**config.mk**
```make
export PLATFORM = sky130hd
export DESIGN_NAME = cave_map_smoothing_flat
export DESIGN_NICKNAME = d
export VERILOG_FILES = /design/src/hw/rtl/cms_pkg.sv /design/src/hw/rtl/cms_stream_if.sv /design/src/hw/rtl/cave_map_smoothing.sv /design/src/hw/rtl/cms_cell_rule.sv /design/src/hw/rtl/cms_window.sv /design/src/flat_wrapper.sv
export SDC_FILE = /design/constraint.sdc
export NUM_CORES = 1
export LEC_CHECK = 0
export BUFFER_PORTS_ARGS = -buffer_cell sky130_fd_sc_hd__buf_4
export CORE_UTILIZATION = 60
export DETAILED_ROUTE_END_ITERATION = 16
export GPL_ROUTABILITY_DRIVEN = 0
export PLACE_DENSITY_LB_ADDON = 0.1
export SYNTH_ARGS = -nofsm -noshare
export SYNTH_HDL_FRONTEND = slang
export SYNTH_HIERARCHICAL = 1
export SYNTH_SLANG_ARGS = --single-unit
export TNS_END_PERCENT = 100
```
**constraint.sdc**
```tcl
create_clock -name clk -period 13.2 [get_ports clk]
set_input_delay 1.32 -clock clk [delete_from_list [all_inputs] [get_ports clk]]
set_output_delay 1.32 -clock clk [all_outputs]
set_load 0.03 [all_outputs]
```
**src/hw/rtl/cms_pkg.sv**
```systemverilog
// Package for the cave map smoothing block: payload structs, the column-count
// state code and the stage status struct shared by the RTL modules.
// Depends on nothing.
package cms_pkg;

  // Width of one map column on the ports.
  localparam int unsigned COL_W = 64;
  // Width of the height register.
  localparam int unsigned HEIGHT_W = 7;
  // Height after reset.
  localparam logic [HEIGHT_W-1:0] HEIGHT_RESET = 7'd10;

  // One input column.
  typedef struct packed {
    logic [COL_W-1:0] column_cells;
    logic             last_column;
  } in_item_t;

  // One smoothed column.
  typedef struct packed {
    logic [COL_W-1:0] smoothed_cells;
    logic             last_of_run;
    logic             end_of_map;
  } out_item_t;

  // How many columns of the current map have been seen.
  typedef enum logic [1:0] {
    HELD_NONE = 2'd0,
    HELD_ONE  = 2'd1,
    HELD_MANY = 2'd2
  } held_t;

  // Status of the result waiting in the window stage.
  typedef struct packed {
    logic valid;
    logic last_of_run;
    logic end_of_map;
  } stage_status_t;

endpackage

```
**src/hw/rtl/cms_stream_if.sv**
```systemverilog
// Valid/ready stream interface that carries one payload per transfer.
// Depends on cms_pkg for the payload types used by its instances.
interface cms_stream_if #(
  parameter type T = cms_pkg::in_item_t
);
  logic valid;
  logic ready;
  T     data;

  modport source (output valid, output data, input ready);
  modport sink (input valid, input data, output ready);
endinterface

```
**src/hw/rtl/cave_map_smoothing.sv**
```systemverilog
// Cave map smoothing, one 4-5 cellular automaton pass over columns.
// After the transfer of the column that completes its window, a column's result
// passes through the window stage and then the result register before it leaves.
// Throughput: one column per cycle unless the output stalls; a map's final column
// holds input for its second result. Reset clears history, stage and height to 10.
// Depends on cms_pkg, cms_stream_if, cms_window and cms_cell_rule.
module cave_map_smoothing #(
  parameter int unsigned MAX_HEIGHT = 64
) (
  input  logic                              clk,
  input  logic                              rst,
  input  logic                              cfg_we,
  input  logic [cms_pkg::HEIGHT_W-1:0]      cfg_wdata,
  cms_stream_if.sink                        column_in,
  cms_stream_if.source                      column_out
);

  localparam int unsigned W = MAX_HEIGHT;

  logic [cms_pkg::HEIGHT_W-1:0] map_height;
  logic [cms_pkg::HEIGHT_W-1:0] eff_height;
  logic [W-1:0]                 mask;

  logic [W-1:0]                 win_left;
  logic [W-1:0]                 win_mid;
  logic [W-1:0]                 win_right;
  logic [W-1:0]                 rule_cells;
  cms_pkg::stage_status_t       status;
  logic                         take;

  logic                         out_valid;
  logic                         out_valid_next;
  cms_pkg::out_item_t           out_data;

  // Height register.
  always_ff @(posedge clk) begin
    if (rst) begin
      map_height <= cms_pkg::HEIGHT_RESET;
    end else if (cfg_we) begin
      map_height <= cfg_wdata;
    end
  end

  // Height of zero acts as one, anything above the column width acts as the width.
  always_comb begin
    if (map_height == '0) begin
      eff_height = cms_pkg::HEIGHT_W'(1);
    end else if (map_height > cms_pkg::HEIGHT_W'(MAX_HEIGHT)) begin
      eff_height = cms_pkg::HEIGHT_W'(MAX_HEIGHT);
    end else begin
      eff_height = map_height;
    end
  end

  // Rows in use.
  for (genvar k = 0; k < W; k++) begin : g_mask
    assign mask[k] = cms_pkg::HEIGHT_W'(k) < eff_height;
  end

  cms_window #(
    .W (W)
  ) u_window (
    .clk       (clk),
    .rst       (rst),
    .mask      (mask),
    .in_valid  (column_in.valid),
    .in_ready  (column_in.ready),
    .in_cells  (column_in.data.column_cells[W-1:0]),
    .in_last   (column_in.data.last_column),
    .take      (take),
    .win_left  (win_left),
    .win_mid   (win_mid),
    .win_right (win_right),
    .status    (status)
  );

  cms_cell_rule #(
    .W (W)
  ) u_rule (
    .left  (win_left),
    .mid   (win_mid),
    .right (win_right),
    .cells (rule_cells)
  );

  // A pending result moves into the output register when that register is free.
  assign take           = status.valid && (!out_valid || column_out.ready);
  assign out_valid_next = take || (out_valid && !column_out.ready);

  always_ff @(posedge clk) begin
    if (rst) begin
      out_valid <= 1'b0;
    end else begin
      out_valid <= out_valid_next;
    end
  end

  // Result payload.
  always_ff @(posedge clk) begin
    if (take) begin
      out_data.smoothed_cells <= cms_pkg::COL_W'(rule_cells & mask);
      out_data.last_of_run    <= status.last_of_run;
      out_data.end_of_map     <= status.end_of_map;
    end
  end

  assign column_out.valid = out_valid;
  assign column_out.data  = out_data;

`ifndef SYNTHESIS
  // The map's final column always closes the run of its input.
  a_end_is_last: assert property (@(posedge clk) disable iff (rst)
    column_out.valid && column_out.data.end_of_map |-> column_out.data.last_of_run)
    else $error("end_of_map result without last_of_run");

  // Rows above the height never leave the block set.
  a_unused_rows_zero: assert property (@(posedge clk) disable iff (rst)
    column_out.valid |->
      ((column_out.data.smoothed_cells & ~cms_pkg::COL_W'(mask)) == '0))
    else $error("smoothed column has bits above the height");

  // Input back-pressure only comes from a pending result.
  a_ready_low_means_pending: assert property (@(posedge clk) disable iff (rst)
    !column_in.ready |-> status.valid)
    else $error("input stalled with an empty window stage");

  // A result that does not close its run is followed by the second one.
  a_second_result_follows: assert property (@(posedge clk) disable iff (rst)
    take && !status.last_of_run |=> status.valid && status.end_of_map)
    else $error("second result of the final column lost");
`endif

endmodule

```
**src/hw/rtl/cms_cell_rule.sv**
```systemverilog
// Neighbor count and 4-5 rule for every row of one column window.
// Depends on nothing; inputs carry wall in all rows at or above the height.
module cms_cell_rule #(
  parameter int unsigned W = 64
) (
  input  logic [W-1:0] left,
  input  logic [W-1:0] mid,
  input  logic [W-1:0] right,
  output logic [W-1:0] cells
);

  // Rows below row 0 and above the top row count as wall.
  logic [W+1:0] left_ext;
  logic [W+1:0] mid_ext;
  logic [W+1:0] right_ext;

  assign left_ext  = {1'b1, left, 1'b1};
  assign mid_ext   = {1'b1, mid, 1'b1};
  assign right_ext = {1'b1, right, 1'b1};

  // Each row counts its eight neighbors independently.
  for (genvar k = 0; k < W; k++) begin : g_row
    logic [3:0] count;

    assign count = 4'(left_ext[k]) + 4'(left_ext[k+1]) + 4'(left_ext[k+2])
                 + 4'(right_ext[k]) + 4'(right_ext[k+1]) + 4'(right_ext[k+2])
                 + 4'(mid_ext[k]) + 4'(mid_ext[k+2]);

    // More than four walls makes wall, exactly four keeps the old cell.
    assign cells[k] = (count > 4'd4) || ((count == 4'd4) && mid_ext[k+1]);
  end

endmodule

```
**src/hw/rtl/cms_window.sv**
```systemverilog
// Column history and window stage: takes input columns, tracks the map
// position and holds up to two pending results. Depends on cms_pkg.
module cms_window #(
  parameter int unsigned W = 64
) (
  input  logic                  clk,
  input  logic                  rst,
  input  logic [W-1:0]          mask,
  input  logic                  in_valid,
  output logic                  in_ready,
  input  logic [W-1:0]          in_cells,
  input  logic                  in_last,
  input  logic                  take,
  output logic [W-1:0]          win_left,
  output logic [W-1:0]          win_mid,
  output logic [W-1:0]          win_right,
  output cms_pkg::stage_status_t status
);

  localparam logic [W-1:0] WALL = '1;

  cms_pkg::held_t held;
  cms_pkg::held_t held_next;
  logic [W-1:0]   prev_col;
  logic [W-1:0]   prev_col_next;
  logic [W-1:0]   older_col;
  logic [W-1:0]   older_col_next;

  // Window of padded columns; the fourth column is always wall.
  logic [W-1:0]   w0;
  logic [W-1:0]   w1;
  logic [W-1:0]   w2;
  logic [W-1:0]   w0_next;
  logic [W-1:0]   w1_next;
  logic [W-1:0]   w2_next;
  logic           pend1;
  logic           pend2;
  logic           pend1_next;
  logic           pend2_next;

  logic           accept;
  logic           drains;
  logic [W-1:0]   col_masked;

  // The stage frees up when its only remaining result moves on.
  assign drains   = take && !(pend1 && pend2);
  assign in_ready = !(pend1 || pend2) || drains;
  assign accept   = in_valid && in_ready;

  assign col_masked = in_cells & mask;

  // Next map position, history and window contents.
  always_comb begin
    held_next      = held;
    prev_col_next  = prev_col;
    older_col_next = older_col;
    w0_next        = w0;
    w1_next        = w1;
    w2_next        = w2;
    pend1_next     = pend1;
    pend2_next     = pend2;

    // A result leaving the stage without a new transfer.
    if (take) begin
      if (pend1) begin
        pend1_next = 1'b0;
      end else begin
        pend2_next = 1'b0;
      end
    end

    if (accept) begin
      case (held)
        cms_pkg::HELD_NONE: begin
          w0_next    = WALL;
          w1_next    = WALL;
          w2_next    = col_masked | ~mask;
          pend1_next = 1'b0;
          if (in_last) begin
            // A single-column map has wall on both sides.
            pend2_next     = 1'b1;
            prev_col_next  = '0;
            older_col_next = '0;
          end else begin
            pend2_next     = 1'b0;
            prev_col_next  = col_masked;
            older_col_next = '0;
            held_next      = cms_pkg::HELD_ONE;
          end
        end
        cms_pkg::HELD_ONE, cms_pkg::HELD_MANY: begin
          w0_next    = (held == cms_pkg::HELD_ONE) ? WALL : ((older_col & mask) | ~mask);
          w1_next    = (prev_col & mask) | ~mask;
          w2_next    = col_masked | ~mask;
          pend1_next = 1'b1;
          pend2_next = in_last;
          if (in_last) begin
            prev_col_next  = '0;
            older_col_next = '0;
            held_next      = cms_pkg::HELD_NONE;
          end else begin
            older_col_next = prev_col & mask;
            prev_col_next  = col_masked;
            held_next      = cms_pkg::HELD_MANY;
          end
        end
        default: begin
          held_next = cms_pkg::HELD_NONE;
        end
      endcase
    end
  end

  // Control state and history.
  always_ff @(posedge clk) begin
    if (rst) begin
      held      <= cms_pkg::HELD_NONE;
      prev_col  <= '0;
      older_col <= '0;
      pend1     <= 1'b0;
      pend2     <= 1'b0;
    end else begin
      held      <= held_next;
      prev_col  <= prev_col_next;
      older_col <= older_col_next;
      pend1     <= pend1_next;
      pend2     <= pend2_next;
    end
  end

  // Window payload needs no reset.
  always_ff @(posedge clk) begin
    w0 <= w0_next;
    w1 <= w1_next;
    w2 <= w2_next;
  end

  // The first pending result uses the leading three columns, the second the trailing three.
  assign win_left  = pend1 ? w0 : w1;
  assign win_mid   = pend1 ? w1 : w2;
  assign win_right = pend1 ? w2 : WALL;

  assign status.valid       = pend1 || pend2;
  assign status.last_of_run = pend1 ? !pend2 : 1'b1;
  assign status.end_of_map  = !pend1;

endmodule
```
**src/flat_wrapper.sv**
```systemverilog
// flat-port wrapper written by rule: the top's interface ports become plain ports
module cave_map_smoothing_flat 
#(
  parameter int unsigned MAX_HEIGHT = 64
)
  (clk, rst, cfg_we, cfg_wdata, column_in_valid, column_in_data, column_in_ready, column_out_valid, column_out_data, column_out_ready);
  cms_stream_if column_in_i ();
  cms_stream_if column_out_i ();
  input  logic clk;
  input  logic rst;
  input  logic cfg_we;
  input  logic [cms_pkg::HEIGHT_W-1:0] cfg_wdata;
  input wire logic [$bits(column_in_i.valid)-1:0] column_in_valid;
  input wire logic [$bits(column_in_i.data)-1:0] column_in_data;
  output wire logic [$bits(column_in_i.ready)-1:0] column_in_ready;
  output wire logic [$bits(column_out_i.valid)-1:0] column_out_valid;
  output wire logic [$bits(column_out_i.data)-1:0] column_out_data;
  input wire logic [$bits(column_out_i.ready)-1:0] column_out_ready;
  assign column_in_i.valid = column_in_valid;
  assign column_in_i.data = column_in_data;
  assign column_in_ready = column_in_i.ready;
  assign column_out_valid = column_out_i.valid;
  assign column_out_data = column_out_i.data;
  assign column_out_i.ready = column_out_ready;
  cave_map_smoothing #(.MAX_HEIGHT(MAX_HEIGHT)) u_core (.clk(clk), .rst(rst), .cfg_we(cfg_we), .cfg_wdata(cfg_wdata), .column_in(column_in_i), .column_out(column_out_i));
endmodule
```
==> impl_summary.log, run 1 <==
[metrics] net switching power: about 1.4 mW
[metrics] Hold Path Cell Cnt: 2
[metrics] share of cells above drive strength 1: around 15%
[metrics] endpoint kind of the worst setup timing path: flip-flop
[metrics] first-pass iteration count of the detailed router: 5
[metrics] pin count of the biggest net entering global routing: roughly 110
[metrics] data arrival at the endpoint of the critical path: roughly 5600 ps
[metrics] share of total power in the clock network: between 20% and 30%
[metrics] clock tree root driver cell: sky130_fd_sc_hd__clkbuf_16
[metrics] Via density: between 5 and 6
[metrics] TritonCTS Buffers: 44
[metrics] depth of the worst register-to-register path: 12
[metrics] post-detailed-route count of antenna-violating nets: 0
[metrics] type of origin of the critical path: flip-flop
[metrics] number of gates resized after cts: 0
[metrics] kind of critical path: flip-flop to flip-flop
[metrics] pin slew with the least headroom to its limit: 1220 ps
[metrics] number of standard-cell rows in the floorplan: 80
[metrics] sinks on the clock net: 397
[metrics] worst skew pair latency: about 580 ps
[metrics] # Max-Cap Violations: 0
[metrics] Leak Pwr: around 13 nW
[metrics] Pwr per Cell Area: 129 mW/mm²
[metrics] total placed cells including tap cells: 3,413
[metrics] required time at the endpoint of the critical path: 13,510 ps
[metrics] Final setup viols: 0
[metrics] Setup Skew: approximately 23 ps
[metrics] Area Overhead vs Synth: 9.97%
[metrics] Final Worst Setup Slack: between 7000 and 8000 ps
[metrics] DRC viols: 0
[metrics] Sw Share: 32.8%
[metrics] path type of the worst min-delay path: flip-flop to flip-flop
[metrics] internal power component: approximately 2.8 mW
[metrics] H-tree depth reported by CTS: 2
[metrics] Hold Fails Final Rpt: 0
[metrics] Final Cycle Share: ~40%
[metrics] average size of a mapped cell: ~11 µm²
[metrics] total setup buffers inserted after CTS: 0
[metrics] worst slew slack as a fraction of its limit: a little under a fifth
[metrics] Final #Nets: between 3,000 and 4,000
[metrics] io pins: around 140
[metrics] minimum setup slack after placement: 7940 ps
[metrics] effective utilization at floorplan: between 60% and 70%
[metrics] flop2flop setup slack: 7890 ps
[metrics] Final Slew Violations: 0
[metrics] via count of the first global-routing pass: 20,400
[metrics] first-pass GRT wire length: between 100 and 150 mm
[metrics] multi-input gate area in the final layout: 0.0166 mm²
[metrics] Detailed Place HPWL: roughly 46 mm
[metrics] Port Buffers: ~140
[metrics] maximum fanout along the worst path: slightly above 80
[metrics] die width: 224 µm
[metrics] result of the run: finished clean
[metrics] overall routed net length: around 64 mm
[metrics] Reg clk slew, reported paths: around 70 ps
[metrics] DIE AREA: between 0.05 and 0.06 mm²
[metrics] Placed Area: between 0.03 and 0.04 mm²
[metrics] fillcell total: roughly 3,700
[metrics] final non-filler cell total: 3,495
[metrics] Hold-fix buffers, CTS: 0
[metrics] y dimension of the die: ~220 µm
[metrics] most common library cell in the layout ignoring fill and taps: sky130_fd_sc_hd__inv_1
[metrics] First DRT Iteration DRCs: between 900 and 1,000
[metrics] worst-case clock buffer depth: 3
[metrics] count of vias placed by the detailed router: between 15,000 and 20,000
[metrics] achievable clock frequency: 0.188 GHz
[metrics] Core Box Area: a little under 0.05 mm²
[metrics] combinational group share of total power: a little over a third
[metrics] post-synthesis instance total: around 2,700
[metrics] Final min period: 5310 ps
[metrics] most frequent cells in the layout: sky130_fd_sc_hd__inv_1 (478), sky130_fd_sc_hd__edfxtp_1 (257), sky130_fd_sc_hd__fa_1 (250)
[metrics] area of all sequential standard cells: 0.0105 mm²
[metrics] RSZ-0062 raised after global routing: false
[metrics] Setup TNS Final: 0 ps
[metrics] Yosys warnings: 6
[metrics] GRT overflow: 0
[metrics] part of the total power dissipated in sequential elements: around a third
[metrics] Wirelength per Cell: 18.4 µm
[metrics] Cell Area, Synth: roughly 0.030 mm²
[metrics] final instance area: between 0.03 and 0.04 mm²
[metrics] peak supply drop: roughly 0.12 mV
[metrics] CTS tree: done
[metrics] initial antenna violation count: 3
[metrics] global routing usage summed across all routing layers: about a quarter
state kept, by name, summed over array words and instances, names as in the netlist, 2 cells and up:
register,flops
u_core/u_window/older_col,64
u_core/u_window/w1,64
u_core/u_window/held,2
u_core/u_window/prev_col,64
u_core/map_height,7
u_core/u_window/w0,64
u_core/column_out.data,65
u_core/u_window/w2,64
stage by stage:
step / utilization, % / hold WS, ps / total power, mW
finish: 67.4 / 450 / 4.18
global route: 67.4 / 466 / 4.44
CTS: 67.4 / 452 / 4.21
detailed placement: 64.4 / 443 / 2.94
global placement: 64.4 / 436 / 2.87
floorplan: - / 430 / 2.60
worst max-delay path: stages (launching register included):
cell and delay (ps):
sky130_fd_sc_hd__dfxtp_4 700, sky130_fd_sc_hd__buf_4 890, sky130_fd_sc_hd__mux2_2 460, sky130_fd_sc_hd__inv_1 130
sky130_fd_sc_hd__fa_1 450, sky130_fd_sc_hd__fa_1 470, sky130_fd_sc_hd__fa_1 500, sky130_fd_sc_hd__inv_1 40
sky130_fd_sc_hd__ha_1 200, sky130_fd_sc_hd__fa_1 490, sky130_fd_sc_hd__nor3_1 50, sky130_fd_sc_hd__o22ai_1 180
sky130_fd_sc_hd__a21boi_0 450
layout make-up:
| cell class | count | share of cell area (%) |
|---|---|---|
| multi-input cells | 1718 | 51.2 |
| flip-flops and latches | 397 | 32.4 |
| inverters | 479 | 5.56 |
| well taps | 656 | 2.53 |
| diodes | 2 | 0.0154 |
| clock inverters | 19 | 0.574 |
| clock buffers | 61 | 3.94 |
| repair buffers | 163 | 3.77 |
routing by layer:
layer	vias up	wire (µm)	global-route usage (%)
li1	9243	-	-
met2	394	30900	44.6
met1	9608	27900	33.9
met3	122	3200	4.56
met4	2	2130	9.90
met5	-	13	0
power groups by stage:
stage          logic, mW  clock network [mW]  registers [mW]
2_1_floorplan       1.05                   0            1.55
3_3_place_gp        1.37                   0            1.49
3_5_place_dp        1.45                   0            1.50
4_1_cts             1.47                1.27            1.47
5_1_grt             1.64                1.32            1.48
6_report            1.46                1.25            1.47
final timing paths:
| check | start | endpoint |
|---|---|---|
| worst max-delay path | u_core/u_window/pend1 | u_core/column_out.data[6] |
| worst min register to register | u_core/u_window/older_col[45] | u_core/u_window/older_col[45] |
| worst min-delay path | u_core/u_window/older_col[45] | u_core/u_window/older_col[45] |
| worst max register to register | u_core/u_window/pend1 | u_core/column_out.data[6] |
No activity file was read; power rests on OpenSTA's default activity.
==> run 2: changes to the inputs <==
--- a/config.mk
+++ b/config.mk
@@ -6,7 +6,7 @@
 export NUM_CORES = 1
 export LEC_CHECK = 0
 export BUFFER_PORTS_ARGS = -buffer_cell sky130_fd_sc_hd__buf_4
-export CORE_UTILIZATION = 60
+export CORE_UTILIZATION = 57
 export DETAILED_ROUTE_END_ITERATION = 16
 export GPL_ROUTABILITY_DRIVEN = 0
 export PLACE_DENSITY_LB_ADDON = 0.1
==> constraint.sdc (replaced) <==
create_clock -name clk -period 4.4 [get_ports clk]
set_input_delay 0.44 -clock clk [delete_from_list [all_inputs] [get_ports clk]]
set_output_delay 0.44 -clock clk [all_outputs]
set_load 0.03 [all_outputs]
==> impl_summary.log, run 2 (same netlist as run 1, synthesis figures left out) <==
[metrics] share of cells above drive strength 1: 16.0%
[metrics] via count of the first global-routing pass: 20,500
[metrics] number of standard-cell rows in the floorplan: 83
[metrics] final non-filler cell total: ~3,500
[metrics] initial antenna violation count: 2
[metrics] RSZ-0062 raised after global routing: true
[metrics] Via density: about 5.5
[metrics] most frequent cells in the layout: sky130_fd_sc_hd__inv_1 (463), sky130_fd_sc_hd__edfxtp_1 (257), sky130_fd_sc_hd__fa_1 (250)
[metrics] io pins: 144
[metrics] Core Box Area: between 0.05 and 0.06 mm²
[metrics] Sw Share: about a third
[metrics] pin slew with the least headroom to its limit: 1090 ps
[metrics] depth of the worst register-to-register path: 14
[metrics] post-detailed-route count of antenna-violating nets: 0
[metrics] result of the run: finished clean
[metrics] Final Slew Violations: 0
[metrics] Final Worst Setup Slack: ~40 ps
[metrics] Leak Pwr: around 14 nW
[metrics] peak supply drop: 0.363 mV
[metrics] count of vias placed by the detailed router: roughly 20,000
[metrics] clock tree root driver cell: sky130_fd_sc_hd__clkbuf_16
[metrics] global routing usage summed across all routing layers: 25.8%
[metrics] required time at the endpoint of the critical path: roughly 4700 ps
[metrics] minimum setup slack after placement: around 18 ps
[metrics] effective utilization at floorplan: 57.6%
[metrics] Hold-fix buffers, CTS: 0
[metrics] DIE AREA: roughly 0.053 mm²
[metrics] y dimension of the die: 230 µm
[metrics] CTS tree: done
[metrics] worst skew pair latency: between 500 and 600 ps
[metrics] kind of critical path: flip-flop to flip-flop
[metrics] first-pass iteration count of the detailed router: 6
[metrics] worst-case clock buffer depth: 3
[metrics] Port Buffers: 143
[metrics] overall routed net length: 67.4 mm
[metrics] internal power component: about 8.6 mW
[metrics] Area Overhead vs Synth: 11.6%
[metrics] crit path max-delay cell type: sky130_fd_sc_hd__fa_1
[metrics] die width: ~230 µm
[metrics] total placed cells including tap cells: around 3,400
[metrics] endpoint kind of the worst setup timing path: flip-flop
[metrics] most common library cell in the layout ignoring fill and taps: sky130_fd_sc_hd__inv_1
[metrics] path type of the worst min-delay path: input pin to flip-flop
[metrics] GRT overflow: 0
[metrics] most repeated library cell on the critical path: sky130_fd_sc_hd__fa_1
[metrics] share of total power in the clock network: between 30% and 40%
[metrics] data arrival at the endpoint of the critical path: around 4700 ps
[metrics] Final #Nets: roughly 3,300
[metrics] # Max-Cap Violations: 0
[metrics] net switching power: between 4 and 5 mW
[metrics] Setup Skew: between 15 and 20 ps
[metrics] pin count of the biggest net entering global routing: 131
[metrics] worst slew slack as a fraction of its limit: between 20% and 30%
[metrics] Pwr per Cell Area: 389 mW/mm²
[metrics] Final setup viols: 0
[metrics] type of origin of the critical path: flip-flop
[metrics] Reg clk slew, reported paths: around 60 ps
[metrics] first-pass GRT wire length: around 110 mm
[metrics] Final min period: 4360 ps
[metrics] Hold Fails Final Rpt: 0
[metrics] combinational group share of total power: a little over a third
[metrics] series of cell instances along the critical path: buf_12, clkbuf_16, mux2_2, inv_1, fa_1, fa_1, fa_1, inv_1, ha_1, fa_1, nor3_2, o21ai_0, a21o_1, and2_1
[metrics] achievable clock frequency: between 0.2 and 0.25 GHz
[metrics] Hold Path Cell Cnt: 3
[metrics] max incr delay on CP: 500 ps
[metrics] First DRT Iteration DRCs: 1,171
[metrics] H-tree depth reported by CTS: 2
[metrics] maximum fanout along the worst path: 20
[metrics] Detailed Place HPWL: 47.4 mm
[metrics] part of the total power dissipated in sequential elements: between 30% and 40%
[metrics] TritonCTS Buffers: 47
[metrics] Final Cycle Share: between 90% and 100%
[metrics] DRC viols: 0
[metrics] sinks on the clock net: ~400
[metrics] Wirelength per Cell: 19.0 µm
[metrics] flip-flop count of the largest register after layout: 65
## run 2: cell types whose count changed in the layout (fill, tap and decap cells not counted), moves of 4 or more
cell / before / now
sky130_fd_sc_hd__buf_12: 0 / 7
sky130_fd_sc_hd__clkbuf_16: 46 / 53
sky130_fd_sc_hd__clkinv_2: 9 / 13
sky130_fd_sc_hd__inv_1: 478 / 463
sky130_fd_sc_hd__inv_2: 0 / 15
## run 2: metrics by stage
stage / power (mW) / util [%] / instance area, µm² / TNS, ps / hold slack, ps
2_1_floorplan: 7.78 / - / 29500 / 0 / 430
6_report: 12.8 / 64.3 / 32900 / 0 / 94.7
5_1_grt: 13.6 / 64.3 / 32900 / -194 / 74.0
3_5_place_dp: 8.87 / 60.9 / 31200 / 0 / 443
3_3_place_gp: 8.64 / 60.9 / 31200 / 0 / 437
4_1_cts: 12.9 / 63.9 / 32700 / 0 / 62.1
## run 2: per-layer routing
layer | global-route usage (%) | up-vias | routed length [µm]
met3 | 3.60 | 104 | 3190
met2 | 44.2 | 466 | 33000
met5 | 0 | - | 13
met4 | 7.58 | 2 | 1810
met1 | 33.9 | 9740 | 29400
li1 | - | 9298 | -
## run 2: final timing paths
| kind | slack [ps] | endpoint | startpoint |
|---|---|---|---|
| max | 40 | u_core/column_out.data[34] | u_core/u_window/pend1 |
| min reg2reg | 450 | u_core/u_window/older_col[57] | u_core/u_window/older_col[57] |
| min | 90 | u_core/map_height[6] | cfg_wdata[6] |
| max reg2reg | 40 | u_core/column_out.data[34] | u_core/u_window/pend1 |
## run 2: cell type report
class                           instances  area, µm²
Inverter                              479       1800
Timing Repair Buffer                  179       1570
Tap cell                              680        851
Sequential cell                       397      10500
Clock inverter                         24        240
Clock buffer                           64       1320
Antenna cell                            1       2.50
Multi-Input combinational cell       1718      16600
Fill cell                            4007      18300
## run 2: worst max-delay path, delay by kind of cell, from the launching register on
kind                     cells  cell delay (ps)
AND/OR/NAND/NOR              2              400
adder cells (fa/ha/maj)      5             2100
buffers and inverters        4              550
AO/OA/AOI/OAI                2              290
multiplexers                 1              370
flip-flops                   1              380
## run 2: power groups by stage
stage	sequential, mW	clock (mW)	combinational (mW)
6_report	4.41	3.95	4.47
5_1_grt	4.43	4.16	5.02
4_1_cts	4.41	4.03	4.43
3_5_place_dp	4.49	0	4.38
3_3_place_gp	4.49	0	4.16
2_1_floorplan	4.62	0	3.15
## run 2: what timing repair did
action                                  CTS  global route
setup buffers                             0             4
hold endpoints to repair                  0             0
gates resized for setup                   0            26
endpoints found under the setup margin    0            39
==> run 3: changes to the inputs <==
--- a/config.mk
+++ b/config.mk
@@ -10,6 +10,7 @@
 export DETAILED_ROUTE_END_ITERATION = 16
 export GPL_ROUTABILITY_DRIVEN = 0
 export PLACE_DENSITY_LB_ADDON = 0.1
+export SETUP_SLACK_MARGIN = 0.4
 export SYNTH_ARGS = -nofsm -noshare
 export SYNTH_HDL_FRONTEND = slang
 export SYNTH_HIERARCHICAL = 1
==> impl_summary.log, run 3 (same netlist as run 1, synthesis figures left out) <==
[metrics] DRC viols: 0
[metrics] result of the run: finished clean
[metrics] most common library cell in the layout ignoring fill and taps: sky130_fd_sc_hd__inv_1
[metrics] RSZ-0062 raised after global routing: true
[metrics] peak supply drop: 0.334 mV
[metrics] endpoint kind of the worst setup timing path: flip-flop
[metrics] Detailed Place HPWL: ~48 mm
[metrics] first-pass GRT wire length: between 100 and 150 mm
[metrics] worst-case clock buffer depth: 3
[metrics] Leak Pwr: approximately 14 nW
[metrics] Hold Fails Final Rpt: 0
[metrics] Core Box Area: between 0.05 and 0.06 mm²
[metrics] final non-filler cell total: 3,600
[metrics] Final min period: approximately 4300 ps
[metrics] Final Cycle Share: between 90% and 100%
[metrics] Wirelength per Cell: 19.1 µm
[metrics] path type of the worst min-delay path: input pin to flip-flop
[metrics] TritonCTS Buffers: 45
[metrics] type of origin of the critical path: flip-flop
[metrics] first-pass iteration count of the detailed router: 5
[metrics] minimum setup slack after placement: -30.7 ps
[metrics] Area Overhead vs Synth: 15.6%
[metrics] total placed cells including tap cells: roughly 3,500
[metrics] data arrival at the endpoint of the critical path: 4570 ps
[metrics] First DRT Iteration DRCs: about 1,100
[metrics] y dimension of the die: 230 µm
[metrics] Hold-fix buffers, CTS: 0
[metrics] io pins: approximately 140
[metrics] flip-flop count of the largest register after layout: 65
[metrics] Final Slew Violations: 0
[metrics] Pwr per Cell Area: 393 mW/mm²
[metrics] achievable clock frequency: ~0.23 GHz
[metrics] Port Buffers: roughly 140
[metrics] effective utilization at floorplan: a little under 60%
[metrics] Final Worst Setup Slack: approximately 130 ps
[metrics] number of standard-cell rows in the floorplan: 83
[metrics] Reg clk slew, reported paths: about 70 ps
[metrics] count of vias placed by the detailed router: around 20,000
[metrics] pin slew with the least headroom to its limit: around 1100 ps
[metrics] overall routed net length: just under 70 mm
[metrics] worst skew pair latency: between 500 and 600 ps
[metrics] DIE AREA: 0.0527 mm²
[metrics] CTS tree: done
[metrics] Setup Skew: between 30 and 40 ps
[metrics] Final setup viols: 0
[metrics] clock tree root driver cell: sky130_fd_sc_hd__clkbuf_16
[metrics] maximum fanout along the worst path: 8
[metrics] GRT overflow: 0
[metrics] H-tree depth reported by CTS: 2
[metrics] global routing usage summed across all routing layers: between 20% and 30%
[metrics] most frequent cells in the layout: sky130_fd_sc_hd__inv_1 (364), sky130_fd_sc_hd__edfxtp_1 (257), sky130_fd_sc_hd__fa_1 (249)
[metrics] Final #Nets: 3,403
[metrics] fillcell total: a little under 4,000
[metrics] required time at the endpoint of the critical path: between 4000 and 5000 ps
[metrics] sinks on the clock net: 397
[metrics] worst hold slack: roughly 88 ps
[metrics] initial antenna violation count: 2
[metrics] Via density: 5.53
[metrics] pin count of the biggest net entering global routing: between 100 and 150
[metrics] share of cells above drive strength 1: 22.7%
[metrics] via count of the first global-routing pass: 20,900
[metrics] # Max-Cap Violations: 0
[metrics] post-detailed-route count of antenna-violating nets: 0
[metrics] worst slew slack as a fraction of its limit: 29.0%
[metrics] kind of critical path: flip-flop to flip-flop
[metrics] die width: about 230 µm
==> run 3: changes by cell type in the layout (fill, tap and decap cells not counted), sizes merged <==
cell / before / now
bufinv: 4 / 7
clkinv: 16 / 12
buf: 175 / 236
bufbuf: 0 / 1
clkbuf: 68 / 65
==> run 3: power by group <==
part | internal (mW) | switching [mW] | total, mW
sequential | 4.29 | 0.105 | 4.40
combinational | 2.19 | 2.65 | 4.84
clock | 2.54 | 1.62 | 4.16
==> run 3: final cells by class <==
type	count	area [µm²]	share of cell area (%)
tap	680	851	2.49
sequential	397	10500	30.9
clock inverter	23	314	0.921
inverter	479	1870	5.47
multi-input combinational	1718	17000	49.8
timing repair buffer	241	2250	6.59
antenna	1	2.50	0.00734
clock buffer	61	1330	3.90
==> run 3: worst max-delay path, cell delays in order (launching register included) <==
cell,delay (ps)
sky130_fd_sc_hd__dfxtp_4,370
sky130_fd_sc_hd__buf_12,140
sky130_fd_sc_hd__buf_12,150
sky130_fd_sc_hd__buf_16,150
sky130_fd_sc_hd__mux2_4,330
sky130_fd_sc_hd__inv_4,70
sky130_fd_sc_hd__fa_1,450
sky130_fd_sc_hd__fa_1,500
sky130_fd_sc_hd__fa_1,500
sky130_fd_sc_hd__inv_1,50
sky130_fd_sc_hd__ha_2,180
sky130_fd_sc_hd__fa_1,450
sky130_fd_sc_hd__nor3_2,220
sky130_fd_sc_hd__o21ai_1,80
sky130_fd_sc_hd__a21o_1,180
sky130_fd_sc_hd__a21boi_0,130
==> run 3: timing repair <==
item,CTS,global route
setup buffers,25,25
endpoints found under the setup margin,62,62
resized for setup,120,131
pin swaps,43,69
gates cloned,6,4
==> run 3: metrics by stage <==
stage / setup TNS (ps) / area (µm²) / power, mW / utilization [%]
6_report: 0 / 34100 / 13.4 / 66.6
5_1_grt: -10.3 / 34100 / 14.2 / 66.6
4_1_cts: 0 / 33500 / 13.2 / 65.4
3_5_place_dp: -62.8 / 31200 / 8.90 / 61.0
3_3_place_gp: 0 / 31200 / 8.67 / 61.0
2_1_floorplan: 0 / 29600 / 7.80 / -
==> run 3: path summary, 6_finish.rpt <==
check	from	endpoint	slack, ps	cells after the start
setup / recovery	u_core/u_window/pend1	u_core/column_out.data[20]	130	15
hold / removal	cfg_wdata[5]	u_core/map_height[5]	90	3
setup reg to reg	u_core/u_window/pend1	u_core/column_out.data[20]	130	15
hold reg to reg	u_core/u_window/older_col[10]	u_core/u_window/older_col[10]	450	2
==> run 3: per-layer routing <==
layer	vias to the layer above	routed length [µm]	global-route usage [%]
li1	9429	-	-
met1	9972	29600	34.2
met2	400	34000	44.3
met3	112	3040	3.59
met4	2	1970	8.58
met5	-	13	0
